==> src/hw/rtl/maa_pkg.sv <==
// Package: constants, types and helper functions for the MAA authenticator.
package maa_pkg;

    localparam logic [31:0] MSB32            = 32'h8000_0000;
    localparam logic [31:0] MASK_A           = 32'h0204_0801;
    localparam logic [31:0] MASK_B           = 32'h0080_4021;
    localparam logic [31:0] MASK_C           = 32'hBFEF_7FDF;
    localparam logic [31:0] MASK_D           = 32'h7DFE_FBFF;
    localparam logic [31:0] KEY_FIRST_RESET  = 32'h1234_5678;
    localparam logic [31:0] KEY_SECOND_RESET = 32'h8765_4321;

    // Configuration register indexes
    localparam logic CFG_KEY_FIRST  = 1'b0;
    localparam logic CFG_KEY_SECOND = 1'b1;

    // Reduction applied to a product
    typedef enum logic [1:0] {
        RED_M1  = 2'd0,
        RED_M2  = 2'd1,
        RED_M2A = 2'd2
    } red_mode_t;

    // Request from sequencer to the shared multiplier
    typedef struct packed {
        logic        start;
        red_mode_t   mode;
        logic [31:0] op_a;
        logic [31:0] op_b;
    } mul_req_t;

    // Result from the shared multiplier
    typedef struct packed {
        logic        done;
        logic [31:0] value;
    } mul_rsp_t;

    typedef struct packed {
        logic [31:0] hi;
        logic [31:0] lo;
    } cond_out_t;

    // Replace 0x00 and 0xFF bytes, most significant byte of hi first
    function automatic cond_out_t condition(input logic [31:0] hi, input logic [31:0] lo);
        logic [7:0]  by [8];
        logic [7:0]  p;
        cond_out_t   r;
        for (int i = 0; i < 4; i++) begin
            by[i]   = hi[31 - 8 * i -: 8];
            by[i+4] = lo[31 - 8 * i -: 8];
        end
        p = 8'd0;
        for (int i = 0; i < 8; i++) begin
            p = {p[6:0], 1'b0};
            if (by[i] == 8'h00) begin
                p = p + 8'd1;
                by[i] = p;
            end else if (by[i] == 8'hFF) begin
                p = p + 8'd1;
                by[i] = 8'hFF - p;
            end
        end
        r.hi = {by[0], by[1], by[2], by[3]};
        r.lo = {by[4], by[5], by[6], by[7]};
        return r;
    endfunction

    // Byte pattern of the key conditioning
    function automatic logic [7:0] cond_pattern(input logic [31:0] hi, input logic [31:0] lo);
        logic [7:0]  by [8];
        logic [7:0]  p;
        for (int i = 0; i < 4; i++) begin
            by[i]   = hi[31 - 8 * i -: 8];
            by[i+4] = lo[31 - 8 * i -: 8];
        end
        p = 8'd0;
        for (int i = 0; i < 8; i++) begin
            p = {p[6:0], 1'b0};
            if (by[i] == 8'h00 || by[i] == 8'hFF) begin
                p = p + 8'd1;
            end
        end
        return p;
    endfunction

endpackage

==> src/hw/rtl/maa_mulmod.sv <==
// Shared 32x32 multiplier with end-around reductions modulo 2^32-1 and 2^32-2.
module maa_mulmod
    import maa_pkg::*;
(
    input  logic     clk,
    input  logic     rst_n,
    input  mul_req_t req,
    output mul_rsp_t rsp
);

    logic [63:0] prod_reg;
    logic [63:0] prod_next;
    red_mode_t   mode_reg;
    logic        busy_reg;
    logic [31:0] hi;
    logic [31:0] lo;
    logic [31:0] s1;
    logic [31:0] d;
    logic [32:0] sum2;
    logic [31:0] s2;
    logic [31:0] result;

    assign prod_next = 64'(req.op_a) * 64'(req.op_b);
    assign hi = prod_reg[63:32];
    assign lo = prod_reg[31:0];

    // Reduce the registered product
    always_comb
    begin
        s1 = hi + lo;
        if (s1 < hi)
        begin
            s1 = s1 + 32'd1;
        end
        d = {hi[30:0], 1'b0};
        if (mode_reg == RED_M2 && (hi & MSB32) != 32'd0)
        begin
            d = d + 32'd2;
        end
        sum2 = 33'(d) + 33'(lo);
        s2   = sum2[31:0];
        if (sum2[32])
        begin
            s2 = s2 + 32'd2;
        end
        case (mode_reg)
            RED_M1:  result = s1;
            RED_M2:  result = s2;
            RED_M2A: result = s2;
            default: result = s1;
        endcase
    end

    // Register the product and reduction mode of each request
    always_ff @(posedge clk or negedge rst_n)
    begin
        if (!rst_n)
        begin
            busy_reg <= 1'b0;
            mode_reg <= RED_M1;
        end
        else
        begin
            busy_reg <= req.start;
            if (req.start)
            begin
                mode_reg <= req.mode;
            end
        end
    end

    always_ff @(posedge clk)
    begin
        if (req.start)
        begin
            prod_reg <= prod_next;
        end
    end

    assign rsp.done  = busy_reg;
    assign rsp.value = result;

endmodule

==> config.mk <==
export PLATFORM = sky130hd
export DESIGN_NAME = maa_mulmod
export DESIGN_NICKNAME = d
export VERILOG_FILES = /design/src/hw/rtl/maa_pkg.sv /design/src/hw/rtl/maa_mulmod.sv
export SDC_FILE = /design/constraint.sdc
export NUM_CORES = 2
export LEC_CHECK = 0
export BUFFER_PORTS_ARGS = -buffer_cell sky130_fd_sc_hd__buf_2
export CORE_ASPECT_RATIO = 1.2
export CORE_MARGIN = 2
export CORE_UTILIZATION = 52
export CTS_CLUSTER_SIZE = 40
export DETAILED_ROUTE_END_ITERATION = 10
export PLACE_DENSITY = 0.68
export SLEW_MARGIN = 20
export SYNTH_ARGS = -nofsm -noshare
export SYNTH_HDL_FRONTEND = slang
export SYNTH_SLANG_ARGS = --single-unit
==> constraint.sdc <==
create_clock -name clk -period 12.5 [get_ports clk]
set_clock_uncertainty 0.2 [all_clocks]
set_input_delay 2.5 -clock clk [delete_from_list [all_inputs] [get_ports clk]]
set_output_delay 2.5 -clock clk [all_outputs]
set_load 0.02 [all_outputs]
Yosys cells after proc, flatten, opt, wreduce, memory -nomap -nowiden
Index checks and enable logic that the tools add are counted.
{"block": "totals", "regBits": 67, "input_bits": 69, "output_inout_bits": 33}
{"block": "op_classes", "n_addsub": 5, "n_mul": 1, "n_lt_le_gt_ge": 1, "n_eq_ne": 2, "mux": 4, "n_reduce_logical": 2}
{"op": "two-way mux 32 bit", "count": 4}
{"op": "adder 32 x 2 -> 32 bit (second input constant)", "count": 2}
{"op": "multiplier 32 x 32 -> 64 bit", "count": 1}
{"op": "adder 32 x 32 -> 33 bit", "count": 1}
{"op": "adder 32 x 1 -> 32 bit (second input constant)", "count": 1}
{"op": "adder 32 bit", "count": 1}
{"op": "< comparator 32 bit", "count": 1}
{"op": "== test 2 x 1 -> 1 bit (second input constant)", "count": 1}
{"op": "== test 2 bit (second input constant)", "count": 1}
{"op": "OR reduction 2 bit", "count": 1}
{"op": "logical AND 1 bit", "count": 1}

Logic depth before layout (Yosys ltp)
{"block": "logic_depth", "ltp_word": 7, "ltp_mapped": 29}

Worst setup path after synthesis
OpenSTA, ideal clock, no wires.
{"block": "synth_timing", "path_type": "input to register", "from": "input port req[9] in the netlist's numbering", "to": "register prod_reg[58] (data pin)", "setup_ns": 0.260, "t_arrival_ns": 9.687, "required_time_ns": 12.040, "path_slack_ns": 2.353, "cell_stages": 23, "n_path_buf": 1, "cell_sequence": "clkbuf_1 and2_1 fa_1 fa_1 inv_1 fa_1 fa_1 fa_1 inv_1 fa_1 fa_1 fa_1 ha_1 nand2_1 or4_1 or2_2 a2111oi_2 o21ai_1 o31ai_1 a31oi_1 o21ai_1 a21boi_0 xnor2_1"}
{"block": "synth_between", "elab_chain_len": 1}
{"element": "from (decl)", "line_no": "maa_mulmod.sv:7", "text": "input mul_req_t req,"}
{"element": "multiplier 32 x 32 -> 64 bit", "line_no": "maa_mulmod.sv:23", "text": "assign prod_next = 64'(req.op_a) * 64'(req.op_b);"}
{"element": "via prod_next[58]", "line_no": "maa_mulmod.sv:12", "text": "logic [63:0] prod_next;"}
{"element": "to (signal assigned)", "line_no": "maa_mulmod.sv:76", "text": "prod_reg <= prod_next;"}
{"element": "to (decl)", "line_no": "maa_mulmod.sv:11", "text": "logic [63:0] prod_reg;"}
The timed path passes the listed nets, and every way through them passes these cells.
A chain may end at the register's enable or synchronous reset.

Worst setup path in the final report
{"block": "layout_timing", "from": "input port req[46] in the netlist's numbering", "to": "register prod_reg[56] (data pin)"}
Same word-level chain as after synthesis.

==> results summary <==
In this run the most used layer during global routing was met2. For this block, the routed nets add up to 113000 µm of wire. The reported max-cap violation count came out at 0. The run finished with clean final reports. The global-route usage over all layers is 0.285. TritonCTS built the clock tree. The number of flip-flops and latches in the synthesized netlist is 67. The flip-flop count of the largest register after layout came out at 64. The clock-pin transition on the worst setup and hold timing paths is 0.06 ns. The ratio of routed vias to standard cells is 5.58. The first global-routing pass estimated 180000 µm of wire. The clock insertion delay at the later pin of the skew report came out at 0.35 ns. The floorplan die height came out at 313 µm.

The worst setup path is captured at a flip-flop. The arrival time of the worst setup path is 10.82 ns. Buffers inserted during clock tree synthesis total 9. The synthesized netlist net count is 5958. The reg-to-reg startpoint is mode_reg[0]. The number of hold buffers added after cts is 0. CTS placed an instance of sky130_fd_sc_hd__clkbuf_16 at the clock tree root.

For met1 alone, demand over resource in global routing was 0.373. The via count of the first global-routing pass is 32979. The largest driver fanout on the critical path is 32. The cell depth of the worst flop-to-flop path came out at 1.

The critical path data required time came out at 12.39 ns. The CTS sink count came out at 67. The starting density of the core came out at 0.525. The count of buffers added by post-CTS timing repair for setup is 0. The post-DP HPWL is 91600 µm. The critical path is of the input pin to flip-flop type.

The post-synthesis sequential area ratio came out at 0.0481. The post-cts repair resize count came out at 0. The clock passes through at most 2 buffers. The worst setup path is launched from an input pin. The aggregate negative setup slack came out at 0 ns. The synthesized area per cell is 8.96 µm². The post-synthesis instance area is 41500 µm². The vias after detailed routing came out at 31033.

The count of nets left with antenna violations after detail routing is 0. The met3 layer usage reported by global route came out at 0.0428. After synthesis, the share of flip-flops with an asynchronous set or reset is 0.0448.

The hold-critical path depth is 1. Among all flip-flop cells after synthesis, the most frequent one is sky130_fd_sc_hd__edfxtp_1. The synthesis-to-layout area growth is 2.96%. The relative slew slack came out at 0.359.

The number of hold violations in the final report is 0. The shortest clock period the worst path allows after layout came out at 10.93 ns. The endpoint of the worst hold path is mode_reg[0].

The total congestion overflow is 0. The setup slack of the most critical reg-to-reg path came out at 11.54 ns. The weighted congestion at the end of routability-driven global placement came out at 0.938. The max-slew violation count is 0. The die outline width came out at 262 µm. The initial antenna violation count is 7.

The first-pass iteration count of the detailed router is 6. Yosys mapped the design onto 87 distinct sky130hd cell types. The met2 track demand over resource in global routing came out at 0.486.

Counting every instance in the synthesized netlist gives 4632. The die covers 82100 µm². Input and output buffers added on the ports amount to 101. The H-tree depth came out at 3. The highest achievable clock rate is 91.5 MHz. The destination of the worst register-to-register timing path is mode_reg[0].

The slew of the pin with the lowest slew margin is 0.962 ns. The number of DRC markers in iteration 0 is 2035. The largest net degree at the start of global routing is 69. The post-layout net count is 5847. The share of cells above drive strength 1 came out at 0.0367. The worst min-delay path startpoint is mode_reg[0]. The critical path starts at req[46]. The top-level I/O count is 102. The Yosys warning count is 0. The final setup violation count came out at 0. The wire length per cell after detailed routing is 20.4 µm. The count of flip-flops with a built-in enable after synthesis is 64. Setup repair after global routing left no endpoint under its margin. The class of the worst hold path is flip-flop to flip-flop.

Of the available clock period, the critical path in the final layout requires 0.874. In the routed design, unresolved DRC markers number 0. In this run the core area contains 113 standard-cell rows. The core box area is 79000 µm².
layer usage:
metal / vias up / wire length, µm
met2: 1009 / 55200
li1: 13921 / -
met4: 4 / 4210
met3: 201 / 7480
met1: 15898 / 46500
met5: - / 19
final cells by class:
cell class | instances | area [µm²]
well taps | 1035 | 1290
fillers | 7300 | 36300
flip-flops and latches | 67 | 2000
clock inverters | 7 | 82.6
clock buffers | 9 | 225
diodes | 1 | 2.50
multi-input cells | 3397 | 35000
repair buffers | 114 | 603
inverters | 932 | 3500
worst max-delay path by stage:
stage                               to  slack [ns]  cells after the start
after CTS                 prod_reg[58]        1.58                     23
after global placement    prod_reg[58]        1.33                     25
after global routing      prod_reg[56]        1.23                     25
after detailed placement  prod_reg[58]        1.21                     25
after floorplan           prod_reg[58]        2.35                     23
final                     prod_reg[56]        1.57                     23
synthesized netlist by cell type, types with 6 or more instances:
cell type	number	area share
sky130_fd_sc_hd__a31o_2	7	0.0015
sky130_fd_sc_hd__a31oi_1	23	0.0035
sky130_fd_sc_hd__a21o_1	66	0.012
sky130_fd_sc_hd__clkbuf_1	220	0.020
sky130_fd_sc_hd__xnor2_1	146	0.031
sky130_fd_sc_hd__o211ai_1	6	0.0011
sky130_fd_sc_hd__nor2_1	99	0.0090
sky130_fd_sc_hd__a211o_1	9	0.0019
sky130_fd_sc_hd__nand2_1	517	0.047
sky130_fd_sc_hd__nand2b_1	9	0.0014
sky130_fd_sc_hd__o31ai_1	7	0.0013
sky130_fd_sc_hd__xor2_1	53	0.011
sky130_fd_sc_hd__and3_1	16	0.0024
sky130_fd_sc_hd__and2_1	626	0.094
sky130_fd_sc_hd__edfxtp_1	64	0.046
sky130_fd_sc_hd__a21boi_0	7	0.0013
sky130_fd_sc_hd__o21bai_1	20	0.0036
sky130_fd_sc_hd__or3_1	9	0.0014
sky130_fd_sc_hd__inv_1	932	0.084
sky130_fd_sc_hd__nand3_1	56	0.0068
sky130_fd_sc_hd__ha_1	359	0.11
sky130_fd_sc_hd__nor2b_1	14	0.0021
sky130_fd_sc_hd__fa_1	898	0.43
sky130_fd_sc_hd__a21oi_1	142	0.017
sky130_fd_sc_hd__and4_1	8	0.0017
sky130_fd_sc_hd__o21a_1	18	0.0033
sky130_fd_sc_hd__a221oi_1	7	0.0015
sky130_fd_sc_hd__a211oi_1	10	0.0018
sky130_fd_sc_hd__nor4_1	9	0.0014
sky130_fd_sc_hd__nor3_1	37	0.0045
sky130_fd_sc_hd__nand4_1	38	0.0057
sky130_fd_sc_hd__o21ai_0	73	0.0088
sky130_fd_sc_hd__mux2i_1	14	0.0034
stage by stage:
| step | hold slack (ns) | instances | setup slack (ns) | util | area, µm² |
|---|---|---|---|---|---|
| finish | 0.337 | 5562 | 1.57 | 0.541 | 42700 |
| global route | 0.369 | 5562 | 1.23 | 0.541 | 42700 |
| CTS | 0.353 | 5561 | 1.58 | 0.541 | 42700 |
| global placement | 0.310 | 5545 | 1.33 | 0.537 | 42400 |
| detailed placement | 0.341 | 5545 | 1.21 | 0.537 | 42400 |
| floorplan | 0.287 | 4632 | 2.35 | - | 41500 |
critical path, stage by stage:
cell	delay, ns
sky130_fd_sc_hd__buf_2	0.61
sky130_fd_sc_hd__and2_1	0.25
sky130_fd_sc_hd__fa_1	0.45
sky130_fd_sc_hd__fa_1	0.60
sky130_fd_sc_hd__inv_1	0.07
sky130_fd_sc_hd__fa_1	0.45
sky130_fd_sc_hd__fa_1	0.53
sky130_fd_sc_hd__fa_1	0.56
sky130_fd_sc_hd__inv_1	0.05
sky130_fd_sc_hd__fa_1	0.38
sky130_fd_sc_hd__fa_1	0.53
sky130_fd_sc_hd__fa_1	0.42
sky130_fd_sc_hd__ha_1	0.42
sky130_fd_sc_hd__nand2_1	0.15
sky130_fd_sc_hd__or4_1	0.56
sky130_fd_sc_hd__or2_2	0.37
sky130_fd_sc_hd__a2111oi_2	0.52
sky130_fd_sc_hd__o21ai_1	0.18
sky130_fd_sc_hd__o31ai_1	0.41
sky130_fd_sc_hd__a21oi_1	0.13
sky130_fd_sc_hd__nor3b_1	0.33
sky130_fd_sc_hd__a311oi_1	0.16
sky130_fd_sc_hd__xnor2_1	0.15
placed cells by master (no fill, tap or decap), types with 13 or more instances in the layout:
cell type / instances
sky130_fd_sc_hd__inv_1: 932
sky130_fd_sc_hd__fa_1: 898
sky130_fd_sc_hd__and2_1: 626
sky130_fd_sc_hd__nand2_1: 517
sky130_fd_sc_hd__ha_1: 358
sky130_fd_sc_hd__xnor2_1: 146
sky130_fd_sc_hd__a21oi_1: 142
sky130_fd_sc_hd__buf_2: 101
sky130_fd_sc_hd__nor2_1: 99
sky130_fd_sc_hd__o21ai_0: 73
sky130_fd_sc_hd__a21o_1: 66
sky130_fd_sc_hd__edfxtp_1: 64
sky130_fd_sc_hd__nand3_1: 56
sky130_fd_sc_hd__xor2_1: 53
sky130_fd_sc_hd__nand4_1: 38
sky130_fd_sc_hd__nor3_1: 37
sky130_fd_sc_hd__a31oi_1: 23
sky130_fd_sc_hd__o21bai_1: 20
sky130_fd_sc_hd__o21a_1: 18
sky130_fd_sc_hd__and3_1: 16
sky130_fd_sc_hd__nor2b_1: 14
sky130_fd_sc_hd__mux2i_1: 14
sky130_fd_sc_hd__buf_4: 13
cell families after synthesis:
logic type,after synthesis,share of synthesized area
AOI/OAI and AO/OA,452,0.0712
DFF,67,0.0481
buffers and inverters,1168,0.108
and+or+nand+nor,1472,0.185
adders and majority gates,1257,0.541
xor gates and xnor gates,199,0.0420
muxes,17,0.00419
Power is left out: the tool's default activity adds up to more than one toggle a clock period on the data nets, which glitch-free logic cannot reach.
